File: config.mk
export PLATFORM = sky130hd
export DESIGN_NAME = char_lcd_nibble_write_sequencer_unit
export DESIGN_NICKNAME = d
export VERILOG_FILES = /design/src/hw/rtl/lcdseq_pkg.sv /design/src/hw/rtl/lcdseq_datapath.sv /design/src/hw/rtl/lcdseq_ctrl.sv /design/src/hw/rtl/char_lcd_nibble_write_sequencer_unit.sv
export SDC_FILE = /design/constraint.sdc
export NUM_CORES = 1
export LEC_CHECK = 0
export BUFFER_PORTS_ARGS = -buffer_cell sky130_fd_sc_hd__buf_2
export CORE_UTILIZATION = 58
export CTS_CLUSTER_DIAMETER = 50
export DETAILED_ROUTE_END_ITERATION = 10
export HOLD_SLACK_MARGIN = 0.15
export PLACE_DENSITY_LB_ADDON = 0.2
export SLEW_MARGIN = 10
export SYNTH_ARGS = -nofsm -noshare
export SYNTH_HDL_FRONTEND = slang
export SYNTH_SLANG_ARGS = --single-unit
File: constraint.sdc
create_clock -name clk_i -period 3.4 [get_ports clk_i]
set_input_delay 0 -clock clk_i [delete_from_list [all_inputs] [get_ports clk_i]]
set_output_delay 0 -clock clk_i [all_outputs]
set_load 0.01 [all_outputs]
File: src/hw/rtl/lcdseq_pkg.sv
// Shared types, codes and the nibble table for the LCD nibble write sequencer.
// No dependencies; every other RTL file imports this package.
package lcdseq_pkg;

  // Configuration port geometry
  localparam int unsigned CfgIdxW  = 3;
  localparam int unsigned CfgDataW = 8;

  // Configuration register indexes
  localparam logic [CfgIdxW-1:0] CFG_POWER_ON_WAIT  = 3'd0;
  localparam logic [CfgIdxW-1:0] CFG_BYTE_GAP       = 3'd1;
  localparam logic [CfgIdxW-1:0] CFG_SETUP_TICKS    = 3'd2;
  localparam logic [CfgIdxW-1:0] CFG_ENABLE_HIGH    = 3'd3;
  localparam logic [CfgIdxW-1:0] CFG_HOLD_TICKS     = 3'd4;

  // Configuration reset values
  localparam logic [7:0] RST_POWER_ON_WAIT = 8'd50;
  localparam logic [3:0] RST_BYTE_GAP      = 4'd2;
  localparam logic [7:0] RST_SETUP_TICKS   = 8'd5;
  localparam logic [7:0] RST_ENABLE_HIGH   = 8'd20;
  localparam logic [7:0] RST_HOLD_TICKS    = 8'd20;

  // Command actions
  localparam logic [1:0] ACT_INIT   = 2'd0;
  localparam logic [1:0] ACT_CMD    = 2'd1;
  localparam logic [1:0] ACT_DATA   = 2'd2;
  localparam logic [1:0] ACT_CURSOR = 2'd3;

  // Enable pulse phases for the tick timer
  localparam logic [1:0] PH_SETUP = 2'd0;
  localparam logic [1:0] PH_ENHI  = 2'd1;
  localparam logic [1:0] PH_HOLD  = 2'd2;

  // Nibble index of the final init nibble
  localparam logic [3:0] INIT_LAST_IDX = 4'd11;

  // Fixed init pauses in ms
  localparam logic [7:0] INIT_WAIT_2ND = 8'd5;
  localparam logic [7:0] INIT_WAIT_SHORT = 8'd1;

  typedef struct packed {
    logic [1:0] action;
    logic [7:0] data_byte;
    logic       row;
    logic [5:0] col;
  } in_t;

  typedef struct packed {
    logic [3:0] nibble;
    logic       reg_select;
    logic [7:0] pause_before_ms;
    logic       last;
  } out_t;

  // Controller to datapath commands
  typedef struct packed {
    logic       capture;
    logic       tmr_load;
    logic [1:0] tmr_phase;
    logic       emit;
  } ctrl_cmd_t;

  // Datapath to controller status
  typedef struct packed {
    logic tmr_zero;
    logic last_nib;
    logic out_free;
  } dp_sts_t;

  // Nibble number idx of command cmd
  function automatic out_t nib_lookup(in_t cmd, logic [3:0] idx, logic [3:0] gap,
                                      logic [7:0] pow);
    out_t       r;
    logic [7:0] b;
    logic [7:0] gap8;
    gap8 = {4'b0000, gap};
    r    = '0;
    b    = cmd.data_byte;
    if (cmd.action == ACT_INIT) begin
      case (idx)
        4'd0:  begin r.nibble = 4'h3; r.pause_before_ms = pow; end
        4'd1:  begin r.nibble = 4'h3; r.pause_before_ms = INIT_WAIT_2ND; end
        4'd2:  begin r.nibble = 4'h3; r.pause_before_ms = INIT_WAIT_SHORT; end
        4'd3:  begin r.nibble = 4'h2; r.pause_before_ms = INIT_WAIT_SHORT; end
        4'd4:  begin r.nibble = 4'h2; r.pause_before_ms = INIT_WAIT_SHORT + gap8; end
        4'd5:  r.nibble = 4'h8;
        4'd6:  begin r.nibble = 4'h0; r.pause_before_ms = gap8; end
        4'd7:  r.nibble = 4'hC;
        4'd8:  begin r.nibble = 4'h0; r.pause_before_ms = gap8; end
        4'd9:  r.nibble = 4'h6;
        4'd10: begin r.nibble = 4'h0; r.pause_before_ms = gap8; end
        4'd11: begin r.nibble = 4'h1; r.last = 1'b1; end
        default: r = '0;
      endcase
    end else begin
      // pick the byte and register select
      case (cmd.action)
        ACT_DATA:   r.reg_select = 1'b1;
        ACT_CURSOR: b = {1'b1, cmd.row, cmd.col};
        default:    r.reg_select = 1'b0;
      endcase
      // high nibble first, then low nibble closes the command
      if (!idx[0]) begin
        r.nibble          = b[7:4];
        r.pause_before_ms = gap8;
      end else begin
        r.nibble = b[3:0];
        r.last   = 1'b1;
      end
    end
    return r;
  endfunction

endpackage

File: src/hw/rtl/lcdseq_datapath.sv
// Datapath: configuration registers, command register, nibble counter,
// enable pulse tick timer and result register. Depends on lcdseq_pkg.
module lcdseq_datapath (
  input  logic                              clk_i,
  input  logic                              rst_ni,
  input  logic                              cfg_we_i,
  input  logic [lcdseq_pkg::CfgIdxW-1:0]    cfg_idx_i,
  input  logic [lcdseq_pkg::CfgDataW-1:0]   cfg_wdata_i,
  input  lcdseq_pkg::in_t                   in_data_i,
  input  logic                              out_ready_i,
  output logic                              out_valid_o,
  output lcdseq_pkg::out_t                  out_data_o,
  input  lcdseq_pkg::ctrl_cmd_t             cmd_i,
  output lcdseq_pkg::dp_sts_t               sts_o
);
  import lcdseq_pkg::*;

  logic [7:0] pow_q;
  logic [3:0] gap_q;
  logic [7:0] setup_q;
  logic [7:0] enhi_q;
  logic [7:0] hold_q;
  in_t        cmd_q;
  logic [3:0] nib_q, nib_d;
  logic [7:0] tmr_q, tmr_d;
  logic       valid_q, valid_d;
  out_t       res_q;
  out_t       cur;

  // Store configuration writes; unknown indexes drop
  always_ff @(posedge clk_i or negedge rst_ni) begin
    if (!rst_ni) begin
      pow_q   <= RST_POWER_ON_WAIT;
      gap_q   <= RST_BYTE_GAP;
      setup_q <= RST_SETUP_TICKS;
      enhi_q  <= RST_ENABLE_HIGH;
      hold_q  <= RST_HOLD_TICKS;
    end else if (cfg_we_i) begin
      unique case (cfg_idx_i)
        CFG_POWER_ON_WAIT: pow_q   <= cfg_wdata_i;
        CFG_BYTE_GAP:      gap_q   <= cfg_wdata_i[3:0];
        CFG_SETUP_TICKS:   setup_q <= cfg_wdata_i;
        CFG_ENABLE_HIGH:   enhi_q  <= cfg_wdata_i;
        CFG_HOLD_TICKS:    hold_q  <= cfg_wdata_i;
        default: ;
      endcase
    end
  end

  // Hold the accepted command
  always_ff @(posedge clk_i) begin
    if (cmd_i.capture) cmd_q <= in_data_i;
  end

  // Current nibble from the table
  always_comb cur = nib_lookup(cmd_q, nib_q, gap_q, pow_q);

  // Clear the nibble counter on capture, advance on each transfer out
  always_comb begin
    nib_d = nib_q;
    if (cmd_i.capture)   nib_d = '0;
    else if (cmd_i.emit) nib_d = nib_q + 4'd1;
  end

  // Load the tick timer per phase, count down to zero
  always_comb begin
    tmr_d = tmr_q;
    if (cmd_i.tmr_load) begin
      case (cmd_i.tmr_phase)
        PH_ENHI: tmr_d = enhi_q;
        PH_HOLD: tmr_d = hold_q;
        default: tmr_d = setup_q;
      endcase
    end else if (tmr_q != 8'd0) begin
      tmr_d = tmr_q - 8'd1;
    end
  end

  // Result register: set on emit, drop on transfer
  always_comb begin
    valid_d = valid_q;
    if (cmd_i.emit)       valid_d = 1'b1;
    else if (out_ready_i) valid_d = 1'b0;
  end

  always_ff @(posedge clk_i or negedge rst_ni) begin
    if (!rst_ni) begin
      nib_q   <= '0;
      tmr_q   <= '0;
      valid_q <= 1'b0;
    end else begin
      nib_q   <= nib_d;
      tmr_q   <= tmr_d;
      valid_q <= valid_d;
    end
  end

  always_ff @(posedge clk_i) begin
    if (cmd_i.emit) res_q <= cur;
  end

  assign out_valid_o    = valid_q;
  assign out_data_o     = res_q;
  assign sts_o.tmr_zero = (tmr_q == 8'd0);
  assign sts_o.last_nib = cur.last;
  assign sts_o.out_free = !valid_q || out_ready_i;

endmodule

File: src/hw/rtl/lcdseq_ctrl.sv
// Controller: walks each nibble through setup, enable-high and hold phases,
// then hands it to the result register. Depends on lcdseq_pkg.
module lcdseq_ctrl (
  input  logic                  clk_i,
  input  logic                  rst_ni,
  input  logic                  in_valid_i,
  output logic                  in_ready_o,
  input  lcdseq_pkg::dp_sts_t   sts_i,
  output lcdseq_pkg::ctrl_cmd_t cmd_o
);
  import lcdseq_pkg::*;

  localparam logic [2:0] S_IDLE  = 3'd0;
  localparam logic [2:0] S_SETUP = 3'd1;
  localparam logic [2:0] S_ENHI  = 3'd2;
  localparam logic [2:0] S_HOLD  = 3'd3;
  localparam logic [2:0] S_EMIT  = 3'd4;

  logic [2:0] state_q, state_d;

  // Next state and datapath commands
  always_comb begin
    state_d          = state_q;
    cmd_o            = '0;
    cmd_o.tmr_phase  = PH_SETUP;
    in_ready_o       = 1'b0;
    unique case (state_q)
      S_IDLE: begin
        in_ready_o = 1'b1;
        if (in_valid_i) begin
          cmd_o.capture  = 1'b1;
          cmd_o.tmr_load = 1'b1;
          state_d        = S_SETUP;
        end
      end
      S_SETUP: begin
        if (sts_i.tmr_zero) begin
          cmd_o.tmr_load  = 1'b1;
          cmd_o.tmr_phase = PH_ENHI;
          state_d         = S_ENHI;
        end
      end
      S_ENHI: begin
        if (sts_i.tmr_zero) begin
          cmd_o.tmr_load  = 1'b1;
          cmd_o.tmr_phase = PH_HOLD;
          state_d         = S_HOLD;
        end
      end
      S_HOLD: begin
        if (sts_i.tmr_zero) state_d = S_EMIT;
      end
      S_EMIT: begin
        if (sts_i.out_free) begin
          cmd_o.emit = 1'b1;
          if (sts_i.last_nib) begin
            state_d = S_IDLE;
          end else begin
            cmd_o.tmr_load = 1'b1;
            state_d        = S_SETUP;
          end
        end
      end
      default: state_d = S_IDLE;
    endcase
  end

  always_ff @(posedge clk_i or negedge rst_ni) begin
    if (!rst_ni) state_q <= S_IDLE;
    else         state_q <= state_d;
  end

endmodule

File: src/hw/rtl/char_lcd_nibble_write_sequencer_unit.sv
// Character LCD 4-bit write sequencer, top level. Each nibble passes through
// the setup, enable-high and hold phases, timed by the tick timer, and then
// waits for room in the result register before it is handed out. One command
// at a time: the block returns to idle after the last nibble before it takes
// the next. Reset clears control state and loads the register defaults.
module char_lcd_nibble_write_sequencer_unit (
  input  logic                            clk_i,
  input  logic                            rst_ni,
  input  logic                            cfg_we_i,
  input  logic [lcdseq_pkg::CfgIdxW-1:0]  cfg_idx_i,
  input  logic [lcdseq_pkg::CfgDataW-1:0] cfg_wdata_i,
  input  logic                            in_valid_i,
  output logic                            in_ready_o,
  input  lcdseq_pkg::in_t                 in_data_i,
  output logic                            out_valid_o,
  input  logic                            out_ready_i,
  output lcdseq_pkg::out_t                out_data_o
);
  import lcdseq_pkg::*;

  ctrl_cmd_t cmd;
  dp_sts_t   sts;

  lcdseq_ctrl u_ctrl (
    .clk_i      (clk_i),
    .rst_ni     (rst_ni),
    .in_valid_i (in_valid_i),
    .in_ready_o (in_ready_o),
    .sts_i      (sts),
    .cmd_o      (cmd)
  );

  lcdseq_datapath u_dp (
    .clk_i       (clk_i),
    .rst_ni      (rst_ni),
    .cfg_we_i    (cfg_we_i),
    .cfg_idx_i   (cfg_idx_i),
    .cfg_wdata_i (cfg_wdata_i),
    .in_data_i   (in_data_i),
    .out_ready_i (out_ready_i),
    .out_valid_o (out_valid_o),
    .out_data_o  (out_data_o),
    .cmd_i       (cmd),
    .sts_o       (sts)
  );

  // Capture only on an input transfer
  a_capture_on_transfer: assert property (@(posedge clk_i) disable iff (!rst_ni)
    cmd.capture |-> (in_valid_i && in_ready_o))
    else $error("command captured without input transfer");

  // Never overwrite a result that is still waiting
  a_emit_when_free: assert property (@(posedge clk_i) disable iff (!rst_ni)
    cmd.emit |-> (!out_valid_o || out_ready_i))
    else $error("result register overwritten");

  // Final nibble returns the block to accepting commands
  a_last_frees_input: assert property (@(posedge clk_i) disable iff (!rst_ni)
    (cmd.emit && sts.last_nib) |=> in_ready_o)
    else $error("input not ready after final nibble");

  // No back-to-back command transfers
  a_one_at_a_time: assert property (@(posedge clk_i) disable iff (!rst_ni)
    (in_valid_i && in_ready_o) |=> !in_ready_o)
    else $error("second command taken while busy");

endmodule
==> Yosys cells after proc, flatten, opt, wreduce, memory -nomap -nowiden <==
Index checks and enable logic that the tools add are counted.
{ "totals": {"ff_bits": 83, "output_inout_bits": 16, "elab_cells": 103} }
{ "op_classes": {"n_addsub": 3, "eq_ne": 28, "mux": 34, "reduce_logical": 21} }
{ "op_table": {"columns": ["cell", "count"], "rows": [
  ["$pmux W8 S5", 1],
  ["$mux W8", 3],
  ["$pmux W4 S6", 1],
  ["$mux W3", 7],
  ["$eq A4 B3 Y1 const B", 4],
  ["$eq A4 B4 Y1 const B", 4],
  ["$mux W4", 4],
  ["$pmux W8 S2", 1],
  ["$pmux W3 S5", 1],
  ["$mux W14", 1],
  ["$eq A3 B2 Y1 const B", 4],
  ["$mux W1", 12],
  ["$ne A2 B2 Y1 const B", 5],
  ["$reduce_and A2 Y1", 5],
  ["$eq A4 B2 Y1 const B", 2],
  ["$logic_not A8 Y1", 1],
  ["$reduce_bool A8 Y1", 1],
  ["$sub A8 B1 Y8 const B", 1],
  ["$eq A2 B2 Y1 const B", 3],
  ["$eq A3 B1 Y1 const B", 2],
  ["$eq A3 B3 Y1 const B", 2],
  ["$logic_not A3 Y1", 2],
  ["$reduce_bool A2 Y1", 3],
  ["$reduce_or A3 Y1", 2],
  ["13 further kinds", 14]
]} }

==> Logic depth before layout (Yosys ltp) <==
Gate-level depths: netlist of run 1.
{ "depth": {"word_depth": 8, "mapped_depth": 12, "ltp_nobuf": 11} }

==> Hierarchy <==
A second synthesis of run 1 with hierarchy kept.
{ "hier_totals": {"cells_unflattened": 332, "area_unflattened_um2": 4011.3} }
{ "by_module_without_submodules": {"columns": ["mod", "n_inst", "cells_per_inst", "area_per_inst_um2", "seq_area_each_um2"], "rows": [
  ["lcdseq_datapath", 1, 304, 3771.1, 2169.6],
  ["lcdseq_ctrl", 1, 28, 240.2, 75.1]
]} }

==> Worst setup path before layout of run 1 <==
OpenSTA, ideal clock, no wires.
{ "synth_timing": {"path_kind": "flip-flop to flip-flop", "start": "reg u_dp.tmr_q[0]", "end": "reg u_dp.tmr_q[4]", "setup_ns": 0.143, "arrival_ns": 2.694, "setup_slack_ns": 0.563, "stages_incl_launch_ff": 11, "cell_sequence": "dfrtp_1 -> inv_1 -> ha_1 -> or3b_2 -> or2_1 -> or3_1 -> ha_1 -> clkbuf_1 -> nor2_1 -> a21oi_1 -> mux2i_1"} }
{ "synth_via": {"elab_chain_len": 6, "word_cells_on_any_way": 13, "classes_between": "add/sub (1); eq/ne (2); mux (7); reduce/logical (3)"} }
{ "synth_lines": {"columns": ["element", "line", "source"], "rows": [
  ["start, declared", "lcdseq_datapath.sv:25", "logic [7:0] tmr_q, tmr_d;"],
  ["start signal, assigned", "lcdseq_datapath.sv:93", "tmr_q <= tmr_d;"],
  ["$logic_not A8 Y1", "lcdseq_datapath.sv:104", "assign sts_o.tmr_zero = (tmr_q == 8'd0);"],
  ["$mux W3 (on tied branches)", "lcdseq_ctrl.sv:37, lcdseq_ctrl.sv:44", null],
  ["$pmux W2 S2", "lcdseq_ctrl.sv:27", "unique case (state_q)"],
  ["$eq A2 B2 Y1 or $eq A2 B1 Y1 (tied branches)", "lcdseq_datapath.sv:69", "case (cmd_i.tmr_phase)"],
  ["$pmux W8 S2", "lcdseq_datapath.sv:69", null],
  ["$mux W8", "lcdseq_datapath.sv:68", "if (cmd_i.tmr_load) begin"]
]} }
Parallel ways exist; a longest one is shown, timed or not. The select of a mux whose other input is x is not followed.
A chain may end at the register's enable or synchronous reset.

==> Worst setup path in the final report of run 1 <==
{ "layout_timing": {"start": "reg u_dp.tmr_q[0]", "end": "reg u_dp.tmr_q[7]"} }
Same word-level chain as after synthesis.

==> impl_results.md, run 1 <==
- Status: finished, final reports clean
- Resize count post-CTS: 0
- Setup-failing EPs final: 0
- GP Congestion: between 0.8 and 0.9
- Setup bufs post-CTS: 0
- CTS tree: done
- Crit path arrival time: roughly 3300 ps
- Core area: between 6000 and 7000 um^2
- Max H-tree Level: 3
- Die ar.: 7220 um^2
- First-pass GRT wire length: 13700 um
- Leak pwr: around 2.0 nW
- Initial antenna violation count: 0
- Multi-input logic area: between 1500 and 2000 um^2
- Syn Std Cell Area: about 4000 um^2
- Overall Power: roughly 2.7 mW
- Most used DFF post-synth: dfrtp_1
- Worst slew pin tran: 844 ps
- Post-DP HPWL: roughly 5500 um
- Share of cells above drive strength 1: 0.296
- Yosys Warn Count: 0
- Max-slew violation count: 0
- Diodes inserted: 0
- Synth unique cells: 55
- Starting density of the core: 0.615
- Syn_nets: roughly 370
- Synthesized flop and latch total: between 80 and 90
- Clock Sinks: 83
- Relative slew slack: 0.435
- Fin nets: around 450
- Post-Syn Instances: approximately 330
- Die Y: approximately 85 um
- Clk buf depth: 2
- Sequential share of the synthesized area: 0.562
- Port Buffers: 48
- Final ANT Viol Nets: 0
- Clock Skews: between 10 and 15 ps
- CP Class: register to register
- WL/cell: between 15 and 20 um
- Post-Syn Area per Cell: approximately 12 um^2
- FP Rows: 29
- RSZ-0062 raised after global routing: no
- Worst skew pair latency: between 300 and 400 ps
- Via-to-Cell Ratio: 5.72
- Startpoint type of the worst setup path: register
- Area added between synthesis and finish: 20.9%
- Cts bufs inserted: 9
- Initial DRC Count: 218
- FF/Latch Area: approximately 2200 um^2
- Ports: 49
- Die X: between 80 and 90 um
- Min Hold Slack: 177 ps
- Min-Delay Path Class: input pin to register
- Post-synthesis async set-or-reset flop share: 0.627
- Max cap viols: 0
- DR vias: approximately 2800
- Maximum VDD drop: between 0.3 and 0.4 mV
- Setup TNS: 0 ps
- PD cells: 560 nW/um^2
- Pin count of the biggest net entering global routing: 34
- Grt total ovfl: 0
- Root Buffer: clkbuf_8
- Vias in the first global route: around 2800
- Worst Path Required: roughly 3600 ps
- Post-route DRC: 0
- CP Capture Type: register
- Total Routing Usage GR: 0.251
- Final Hold Vio Count: 0
- CTS clk-pin slew, worst paths: around 80 ps
- CP max FO: 16
- Drt total wl: between 8000 and 9000 um
- Period minus WS final: a little over 3000 ps
- Tcrit/Tclk final: 0.888
- First drt pass iteration count: 5
- Max Clk Rate: 331 MHz
- Fillers: approximately 440
- EDFF count, synth: 31
-- cell type report --
class                      instances  area share
inverter                          12     0.00932
clock inverter                     5     0.00648
sequential                        83       0.465
clock buffer                      11      0.0337
multi-input combinational        216       0.342
timing repair buffer              85       0.124
tap                               77      0.0199
-- path summary, 6_finish.rpt --
path,start,slack [ps],endpoint,depth (start not counted)
setup reg to reg,u_dp.tmr_q[0]$_DFFE_PN0P_,380,u_dp.tmr_q[7]$_DFFE_PN0P_,8
min in group asynchronous,rst_ni,240,u_dp.pow_q[2]$_DFFE_PN0P_,3
hold / removal,cfg_idx_i[2],180,u_dp.hold_q[1]$_DFFE_PN0P_,4
hold reg to reg,u_dp.pow_q[6]$_DFFE_PN0P_,510,u_dp.pow_q[6]$_DFFE_PN0P_,1
max in group asynchronous,rst_ni,2010,u_ctrl.state_q[1]$_DFFE_PN0P_,3
setup / recovery,u_dp.tmr_q[0]$_DFFE_PN0P_,380,u_dp.tmr_q[7]$_DFFE_PN0P_,8
-- critical path, cell delays in order (launching register included) --
cell and delay (ps):
dfrtp_1 410, inv_1 130, ha_1 170, or3b_2 520
or2_1 300, or3_1 400, ha_1 550, o21ai_0 150
mux2_4 280
-- through the flow --
| step | instances | setup WS, ps | cell area (um^2) | utilization |
|---|---|---|---|---|
| after floorplan | 325 | 563 | 4000 | - |
| after global placement | 440 | 467 | 4310 | 0.663 |
| after detailed placement | 440 | 386 | 4310 | 0.663 |
| after CTS | 489 | 377 | 4830 | 0.744 |
| after global routing | 489 | 201 | 4830 | 0.744 |
| final | 489 | 379 | 4830 | 0.744 |
-- metal layers --
metal	global-route usage	part of all wire	up-vias
met1	0.337	0.46	1353
met3	0.0554	0.044	7
met5	0	0	-
li1	-	-	1361
met4	0.0955	0.011	0
met2	0.404	0.49	74
-- synth_stat cells, types with 2 or more instances --
library cell,instances,area share
inv_1,12,0.011
mux2i_1,14,0.035
nor4_1,2,0.0031
a21oi_1,17,0.021
o221ai_1,3,0.0066
nor2b_1,5,0.0078
xor2_1,5,0.011
xnor2_1,4,0.0088
a22oi_1,8,0.015
nor3_2,2,0.0050
nor3_1,4,0.0050
nand3_1,6,0.0075
nor3b_1,2,0.0038
a2bb2oi_1,2,0.0044
buf_2,2,0.0025
o22ai_1,4,0.0063
nor2_1,23,0.022
a22o_1,3,0.0066
mux2_2,36,0.10
dfstp_2,10,0.066
ha_1,9,0.028
o21a_1,3,0.0056
clkbuf_1,12,0.011
or3_1,3,0.0047
o21ai_0,14,0.018
o21bai_1,2,0.0038
edfxtp_1,31,0.23
dfrtp_1,42,0.26
and2_1,3,0.0047
and3_1,2,0.0031
nand2_1,11,0.010
nand2b_1,6,0.0094
-- where the power goes --
| part | switching, mW | internal, mW |
|---|---|---|
| clock | 0.357 | 0.329 |
| sequential | 0.160 | 1.24 |
| combinational | 0.294 | 0.326 |
-- registers in the layout, indices dropped and copies added (netlist names) --
| name | cells |
|---|---|
| u_ctrl.state_q | 3 |
| u_dp.cmd_q | 17 |
| u_dp.enhi_q | 8 |
| u_dp.gap_q | 4 |
| u_dp.hold_q | 8 |
| u_dp.nib_q | 4 |
| u_dp.out_data_o | 14 |
| u_dp.out_valid_o | 1 |
| u_dp.pow_q | 8 |
| u_dp.setup_q | 8 |
| u_dp.tmr_q | 8 |
-- layout by cell type (no fill, tap or decap), types with 10 or more instances in the layout --
master         netlist  routed
dfrtp_1             42      42
a21oi_1             17      17
dfstp_2             10      10
nor2_1              23      23
o21ai_0             14      14
inv_1               12      12
edfxtp_1            31      31
mux2_2              36      36
buf_2                2      48
clkbuf_8             0      10
mux2i_1             14      14
nand2_1             11      11
dlygate4sd3_1        0      33
-- cells by family after synthesis --
logic type | Yosys count | share of synthesized area
adder cells (fa/ha/maj) | 9 | 0.0282
AND/OR/NAND/NOR | 82 | 0.116
flip-flops | 83 | 0.562
multiplexers | 51 | 0.140
buffers and inverters | 26 | 0.0251
AO/OA/AOI/OAI | 65 | 0.109
XOR/XNOR | 9 | 0.0197
-- repair_timing --
item | CTS | global route
endpoints found under the setup margin | 0 | 0
hold buffers | 33 | 0
hold endpoints to repair | 99 | 0
(Power assumes the default switching activity.)
==> run 2, diff against run 1 <==
--- a/config.mk
+++ b/config.mk
@@ -6,7 +6,7 @@
 export NUM_CORES = 1
 export LEC_CHECK = 0
 export BUFFER_PORTS_ARGS = -buffer_cell sky130_fd_sc_hd__buf_2
-export CORE_UTILIZATION = 58
+export CORE_UTILIZATION = 40
 export CTS_CLUSTER_DIAMETER = 50
 export DETAILED_ROUTE_END_ITERATION = 10
 export HOLD_SLACK_MARGIN = 0.15
==> run 2 against run 1 <==
Non-clock buffer count decreased by 2. Maximum frequency decreased by 2.3%. Global-route usage decreased by 7.8 points. Clock skew decreased by 4.1 ps. Hold slack got worse by 31 ps. First-iteration DRC count decreased by 53%. Die area increased by 44%. Clock power increased by 13%. Sequential share of layout area decreased by 0.72 points.
==> impl_results.md, run 2 (synthesized netlist as in run 1, its figures left out) <==
- Area added between synthesis and finish: 22.8% (was 20.9%)
- Clock Sinks: 83 (unchanged)
- Tcrit/Tclk final: 0.910 (was 0.888)
- Vias in the first global route: 2632 (was 2755)
- CP Capture Type: register (unchanged)
- Cts bufs inserted: 9 (unchanged)
- CTS clk-pin slew, worst paths: 90 ps (was 80 ps)
- Max-slew violation count: 0 (unchanged)
- Setup-failing EPs final: 0 (unchanged)
- CP Class: register to register (unchanged)
- Diodes inserted: 0 (unchanged)
- CP max FO: 16 (unchanged)
- Initial DRC Count: 102 (was 218)
- M1 WL: 4100 um (was 3780 um)
- Total Routing Usage GR: 0.173 (was 0.251)
- GP Congestion: 0.793 (was 0.812)
- Via-to-Cell Ratio: 5.07 (was 5.72)
- CTS tree: done (unchanged)
- Most common cell after layout, fill and taps aside: buf_2 (unchanged)
- First drt pass iteration count: 4 (was 5)
- Ports: 49 (unchanged)
- Share of cells above drive strength 1: 0.302 (was 0.296)
- Fin nets: 447 (was 449)
- Setup crit start: u_dp.tmr_q[0]$_DFFE_PN0P_ (unchanged)
- Drt total wl: 8330 um (was 8270 um)
- Clk buf depth: 2 (unchanged)
- PD cells: 566 nW/um^2 (was 560 nW/um^2)
- Final Hold Vio Count: 0 (unchanged)
- Startpoint type of the worst setup path: register (unchanged)
- Final instance area: 4910 um^2 (was 4830 um^2)
- Starting density of the core: 0.411 (was 0.615)
- Final ANT Viol Nets: 0 (unchanged)
- DR vias: 2754 (was 2795)
- Crit path arrival time: 3340 ps (was 3260 ps)
- Root Buffer: clkbuf_8 (unchanged)
- R2r startpoint: u_dp.tmr_q[0]$_DFFE_PN0P_ (unchanged)
- Worst Path Required: 3650 ps (was 3640 ps)
- Max reg flops: 17 (unchanged)
- Max H-tree Level: 3 (unchanged)
- Met2 wire length: 3820 um (was 4030 um)
- FP Rows: 36 (was 29)
- Post-route DRC: 0 (unchanged)
- Max cap viols: 0 (unchanged)
- Most frequent cells in the layout: buf_2, dfrtp_1, mux2_2 (unchanged)
- First-pass GRT wire length: 13400 um (was 13700 um)
- Top sig layer: met4 (unchanged)
- Period minus WS final: 3090 ps (was 3020 ps)
- Initial antenna violation count: 0 (unchanged)
- Port Buffers: 48 (unchanged)
- Min Hold Slack: 146 ps (was 177 ps)
- Setup TNS: 0 ps (unchanged)
- Grt total ovfl: 0 (unchanged)
- Post-DP HPWL: 5660 um (was 5550 um)
- Clock Skews: 6.95 ps (was 11.1 ps)
- Status: finished, final reports clean (unchanged)
- Placed Area: 4380 um^2 (was 4310 um^2)
- Die ar.: 10400 um^2 (was 7220 um^2)
- Max Clk Rate: 323 MHz (was 331 MHz)
- Relative slew slack: 0.500 (was 0.435)
- Die X: 102 um (was 85.0 um)
- Maximum VDD drop: 0.217 mV (was 0.332 mV)
- WL/cell: 15.3 um (was 16.9 um)
- RSZ-0062 raised after global routing: no (unchanged)
- Routed length on met3: 321 um (was 363 um)
- Die Y: 102 um (was 85.0 um)
- Worst skew pair latency: 360 ps (about the same)
- Min-Delay Path Class: input pin to async pin (was input pin to register)
- Reg with most FFs: u_dp.cmd_q (unchanged)
- Pin count of the biggest net entering global routing: 32 (was 34)
- Core area: 9730 um^2 (was 6490 um^2)
- Leak pwr: 2.03 nW (was 2.02 nW)
- Worst slew pin tran: 747 ps (was 844 ps)
==> run 2: power by group <==
| part | internal, mW | switching [mW] |
|---|---|---|
| Combinational | 0.319 | 0.292 |
| Clock | 0.406 | 0.368 |
| Sequential | 1.24 | 0.152 |
==> run 2: metrics by stage <==
stage          setup WS [ps]   util  instances  power [mW]
2_1_floorplan            563      -        325        1.83
3_3_place_gp             437  0.450        496        1.98
3_5_place_dp             375  0.450        496        2.00
4_1_cts                  354  0.504        543        2.81
5_1_grt                  176  0.504        543        2.95
6_report                 306  0.504        543        2.78
==> run 2: worst paths after layout <==
| path | slack [ps] | cells past startpoint | end |
|---|---|---|---|
| setup reg to reg | 310 | 8 | u_dp.tmr_q[7]$_DFFE_PN0P_ |
| min in group clk_i | 170 | 4 | u_dp.hold_q[3]$_DFFE_PN0P_ |
| setup / recovery | 310 | 8 | u_dp.tmr_q[7]$_DFFE_PN0P_ |
| max in group asynchronous | 2420 | 3 | u_dp.hold_q[2]$_DFFE_PN1P_ |
| hold / removal | 150 | 2 | u_dp.setup_q[5]$_DFFE_PN0P_ |
| hold reg to reg | 500 | 1 | u_dp.pow_q[6]$_DFFE_PN0P_ |
==> run 2: area by class of cell <==
type	count	area, um^2
multi-input cells	216	1650
clock buffers	11	163
well taps	133	166
fillers	907	4820
repair buffers	83	581
inverters	12	45.0
flip-flops and latches	83	2240
clock inverters	5	57.6
==> run 2: routing by layer <==
| metal | vias up | global-route usage |
|---|---|---|
| met5 | - | 0 |
| li1 | 1347 | - |
| met4 | 0 | 0.0593 |
| met2 | 45 | 0.262 |
| met3 | 7 | 0.0438 |
| met1 | 1355 | 0.242 |
==> run 2: worst max-delay path: stages, from the launching register on <==
cell,delay [ps]
dfrtp_1,420
inv_1,130
ha_1,180
or3b_2,520
or2_1,310
or3_1,410
ha_1,580
o21ai_0,160
mux2_4,280
==> run 2: what timing repair did <==
action / CTS / global route
resized for setup: 0 / 0
hold endpoints to repair: 78 / 0
buffers inserted: 0 / 0
hold buffers: 31 / 0
==> run 3, diff against run 2 <==
--- a/config.mk
+++ b/config.mk
@@ -5,6 +5,7 @@
 export SDC_FILE = /design/constraint.sdc
 export NUM_CORES = 1
 export LEC_CHECK = 0
+export ABC_AREA = 1
 export BUFFER_PORTS_ARGS = -buffer_cell sky130_fd_sc_hd__buf_2
 export CORE_UTILIZATION = 40
 export CTS_CLUSTER_DIAMETER = 50
==> run 3 against run 2 <==
Flip-flop and latch count unchanged. Highest routed layer unchanged. Synthesized cell count up 38%. Wire length up 5.7%. Sequential share of layout area up 0.070 points. Final area down 0.15%. First-iteration DRC count up 18%. Largest cell class unchanged. Count of clock-buffer cells in the layout up 3. Sequential power down 14%. Total power down 26%. Setup slack better by 650 ps.
==> impl_results.md, run 3 <==
- Post-Syn Instances: 447 (was 325)
- Maximum VDD drop: 0.344 mV (was 0.217 mV)
- Clock Sinks: 83 (unchanged)
- Max cap viols: 0 (unchanged)
- PD cells: 419 nW/um^2 (was 566 nW/um^2)
- Most frequent cells in the layout: nand2_1, o21ai_0, buf_2 (was buf_2, dfrtp_1, mux2_2)
- Worst Path Required: 3650 ps (about the same)
- Clk buf depth: 2 (unchanged)
- Initial antenna violation count: 0 (unchanged)
- Reg with most FFs: u_dp.cmd_q (unchanged)
- Setup-failing EPs final: 0 (unchanged)
- Setup TNS: 0 ps (unchanged)
- Period minus WS final: 2440 ps (was 3090 ps)
- Number of buffers and inverters on the critical path: 3 (was 1)
- Pin count of the biggest net entering global routing: 37 (was 32)
- GP Congestion: 0.831 (was 0.793)
- Crit path max-delay family: adder cells (was simple AND/OR/NAND/NOR gates)
- First-pass GRT wire length: 14600 um (was 13400 um)
- Synth top area share: 0.262 (was 0.263)
- Sequential share of the synthesized area: 0.560 (was 0.562)
- Diodes inserted: 0 (unchanged)
- Starting density of the core: 0.412 (was 0.411)
- Most used DFF post-synth: dfrtp_1 (unchanged)
- CP max FO: 13 (was 16)
- Root Buffer: clkbuf_8 (unchanged)
- Drt total wl: 8810 um (was 8330 um)
- Slowest CP cell: ha_1 (unchanged)
- Synth area leaders: dfrtp_1, edfxtp_1, nand2_1 (was dfrtp_1, edfxtp_1, mux2_2)
- Synthesized flop and latch total: 83 (unchanged)
- Yosys Warn Count: 0 (unchanged)
- Synth area leader: dfrtp_1 (unchanged)
- M1 WL: 4290 um (was 4100 um)
- Die X: 102 um (about the same)
- FP Rows: 36 (unchanged)
- Worst path depth: 13 (was 8)
- Post-route DRC: 0 (unchanged)
- Min-Delay Path Class: input pin to register (was input pin to async pin)
- Die ar.: 10400 um^2 (about the same)
- Max reg flops: 17 (unchanged)
- CTS clk-pin slew, worst paths: 80 ps (was 90 ps)
- Most numerous cell in the Yosys netlist: nand2_1 (was dfrtp_1)
- Most common cell after layout, fill and taps aside: nand2_1 (was buf_2)
- First drt pass iteration count: 5 (was 4)
- Ports: 49 (unchanged)
- Resize count post-CTS: 0 (unchanged)
- Critical Path End: u_dp.tmr_q[4]$_DFFE_PN0P_ (was u_dp.tmr_q[7]$_DFFE_PN0P_)
- RSZ-0062 raised after global routing: no (unchanged)
- CTS tree: done (unchanged)
- Reg2Reg Depth: 13 (was 8)
- Crit path arrival time: 2690 ps (was 3340 ps)
- Relative slew slack: 0.444 (was 0.500)
- CP Capture Type: register (unchanged)
- Setup crit start: u_dp.tmr_q[0]$_DFFE_PN0P_ (unchanged)
- Post-DP HPWL: 6070 um (was 5660 um)
- EDFF count, synth: 31 (unchanged)
- Initial DRC Count: 120 (was 102)
- Fin nets: 572 (was 447)
- Via-to-Cell Ratio: 4.79 (was 5.07)
- Max stage delay on crit path: 540 ps (was 580 ps)
- Share of cells above drive strength 1: 0.191 (was 0.302)
- CP Class: register to register (unchanged)
- Final ANT Viol Nets: 0 (unchanged)
- Vias in the first global route: 3101 (was 2632)
- Syn Std Cell Area: 4010 um^2 (was 4000 um^2)
- Status: finished, final reports clean (unchanged)
- Core area: 9730 um^2 (unchanged)
- Tcrit/Tclk final: 0.718 (was 0.910)
- Met2 wire length: 4070 um (was 3820 um)
- Final core utilization: 0.504 (about the same)
- R2r startpoint: u_dp.tmr_q[0]$_DFFE_PN0P_ (unchanged)
- Worst skew pair latency: 360 ps (about the same)
- Final instance area: 4900 um^2 (was 4910 um^2)
- Overall Power: 2.05 mW (was 2.78 mW)
- Post-Syn Area per Cell: 8.97 um^2 (was 12.3 um^2)
- Area added between synthesis and finish: 22.3% (was 22.8%)
- Cell mode on critical path: nand2_1 (was ha_1)
- Syn_nets: 489 (was 367)
- Placed Area: 4390 um^2 (was 4380 um^2)
- Max Clk Rate: 410 MHz (was 323 MHz)
- Post-synth top cells: nand2_1, o21ai_0, dfrtp_1, inv_1, edfxtp_1 (was dfrtp_1, mux2_2, edfxtp_1, nor2_1, a21oi_1)
- Clock Skews: 7.79 ps (was 6.95 ps)
- Routed length on met3: 334 um (was 321 um)
- Startpoint type of the worst setup path: register (unchanged)
- Max H-tree Level: 3 (unchanged)
- Cts bufs inserted: 9 (unchanged)
- Total Routing Usage GR: 0.188 (was 0.173)
- WL/cell: 13.2 um (was 15.3 um)
- Post-synthesis async set-or-reset flop share: 0.627 (unchanged)
- DR vias: 3198 (was 2754)
- Max-slew violation count: 0 (unchanged)
- Synth unique cells: 35 (was 55)
- Grt total ovfl: 0 (unchanged)
- Final Hold Vio Count: 0 (unchanged)
- Die Y: 102 um (about the same)
- Port Buffers: 48 (unchanged)
- RR Endpoint: u_dp.tmr_q[4]$_DFFE_PN0P_ (was u_dp.tmr_q[7]$_DFFE_PN0P_)
- Critical-path cell list: inv_1, ha_1, nand2_1, nor2_4, inv_2, nor2_1, inv_1, ha_1, a21oi_1, a21oi_1, nand2_1, nand2_1, nor2_1 (was inv_1, ha_1, or3b_2, or2_1, or3_1, ha_1, o21ai_0, mux2_4)
- Worst reg2reg setup slack: 960 ps (was 310 ps)
- Top sig layer: met4 (unchanged)
- Leak pwr: 2.31 nW (was 2.03 nW)
- Worst slew pin tran: 834 ps (was 747 ps)
run 3: worst register-to-register path, stage by stage, from the launching register on:
cell and delay (ps):
dfrtp_1 400, inv_1 150, ha_1 170, nand2_1 90, nor2_4 230, inv_2 120
nor2_1 150, inv_1 60, ha_1 540, a21oi_1 80, a21oi_1 170, nand2_1 70
nand2_1 60, nor2_1 40
run 3: what timing repair did:
item | in CTS | in global routing
setup buffers | 0 | 0
hold buffers | 31 | 0
hold endpoints to repair | 90 | 0
run 3: how the worst min path moves through the flow:
stage,startpoint,endpoint,slack [ps],depth (start not counted)
floorplan,rst_ni,u_ctrl.state_q[0]$_DFFE_PN0P_,-300,0
global route,cfg_idx_i[2],u_dp.gap_q[3]$_DFFE_PN0P_,200,4
finish,cfg_idx_i[2],u_dp.gap_q[2]$_DFFE_PN0P_,170,4
detailed placement,rst_ni,u_ctrl.state_q[0]$_DFFE_PN0P_,150,1
CTS,cfg_idx_i[2],u_dp.gap_q[2]$_DFFE_PN0P_,150,4
global placement,rst_ni,u_ctrl.state_q[2]$_DFFE_PN0P_,160,1
run 3: layer usage:
metal / vias up / global-route usage
met5: - / 0
met1: 1495 / 0.247
li1: 1641 / -
met3: 8 / 0.0547
met4: 0 / 0.0604
met2: 54 / 0.298
run 3: power breakdown:
| group | switching, mW | leakage, nW | total (mW) | internal [mW] |
|---|---|---|---|---|
| clock | 0.348 | 0.102 | 0.700 | 0.352 |
| sequential | 0.0543 | 0.915 | 1.19 | 1.13 |
| combinational | 0.0828 | 1.29 | 0.167 | 0.0846 |
| total | 0.485 | 2.31 | 2.05 | 1.57 |
run 3: cells by family (layout without fill, tap and decap cells):
logic type,count (synthesis),in the layout,synth area share
buffers and inverters,50,138,0.0478
adders and majority gates,9,9,0.0281
xor gates and xnor gates,3,3,0.00656
AOI/OAI and AO/OA,80,80,0.107
DFF,83,83,0.560
and+or+nand+nor,221,221,0.248
muxes,1,1,0.00250
run 3: final cells by class:
cell class                 count  area [um^2]
fill                         949         4830
clock inverter                 2         15.0
multi-input combinational    314         1570
clock buffer                  14          184
sequential                    83         2240
timing repair buffer          80          558
inverter                      42          160
tap                          133          166
run 3: stage by stage:
step / worst slack [ps] / hold slack, ps / std cells
3_3_place_gp: 1150 / 157 / 621
3_5_place_dp: 988 / 151 / 621
5_1_grt: 702 / 197 / 668
2_1_floorplan: 1150 / -296 / 447
4_1_cts: 963 / 154 / 668
6_report: 959 / 170 / 668
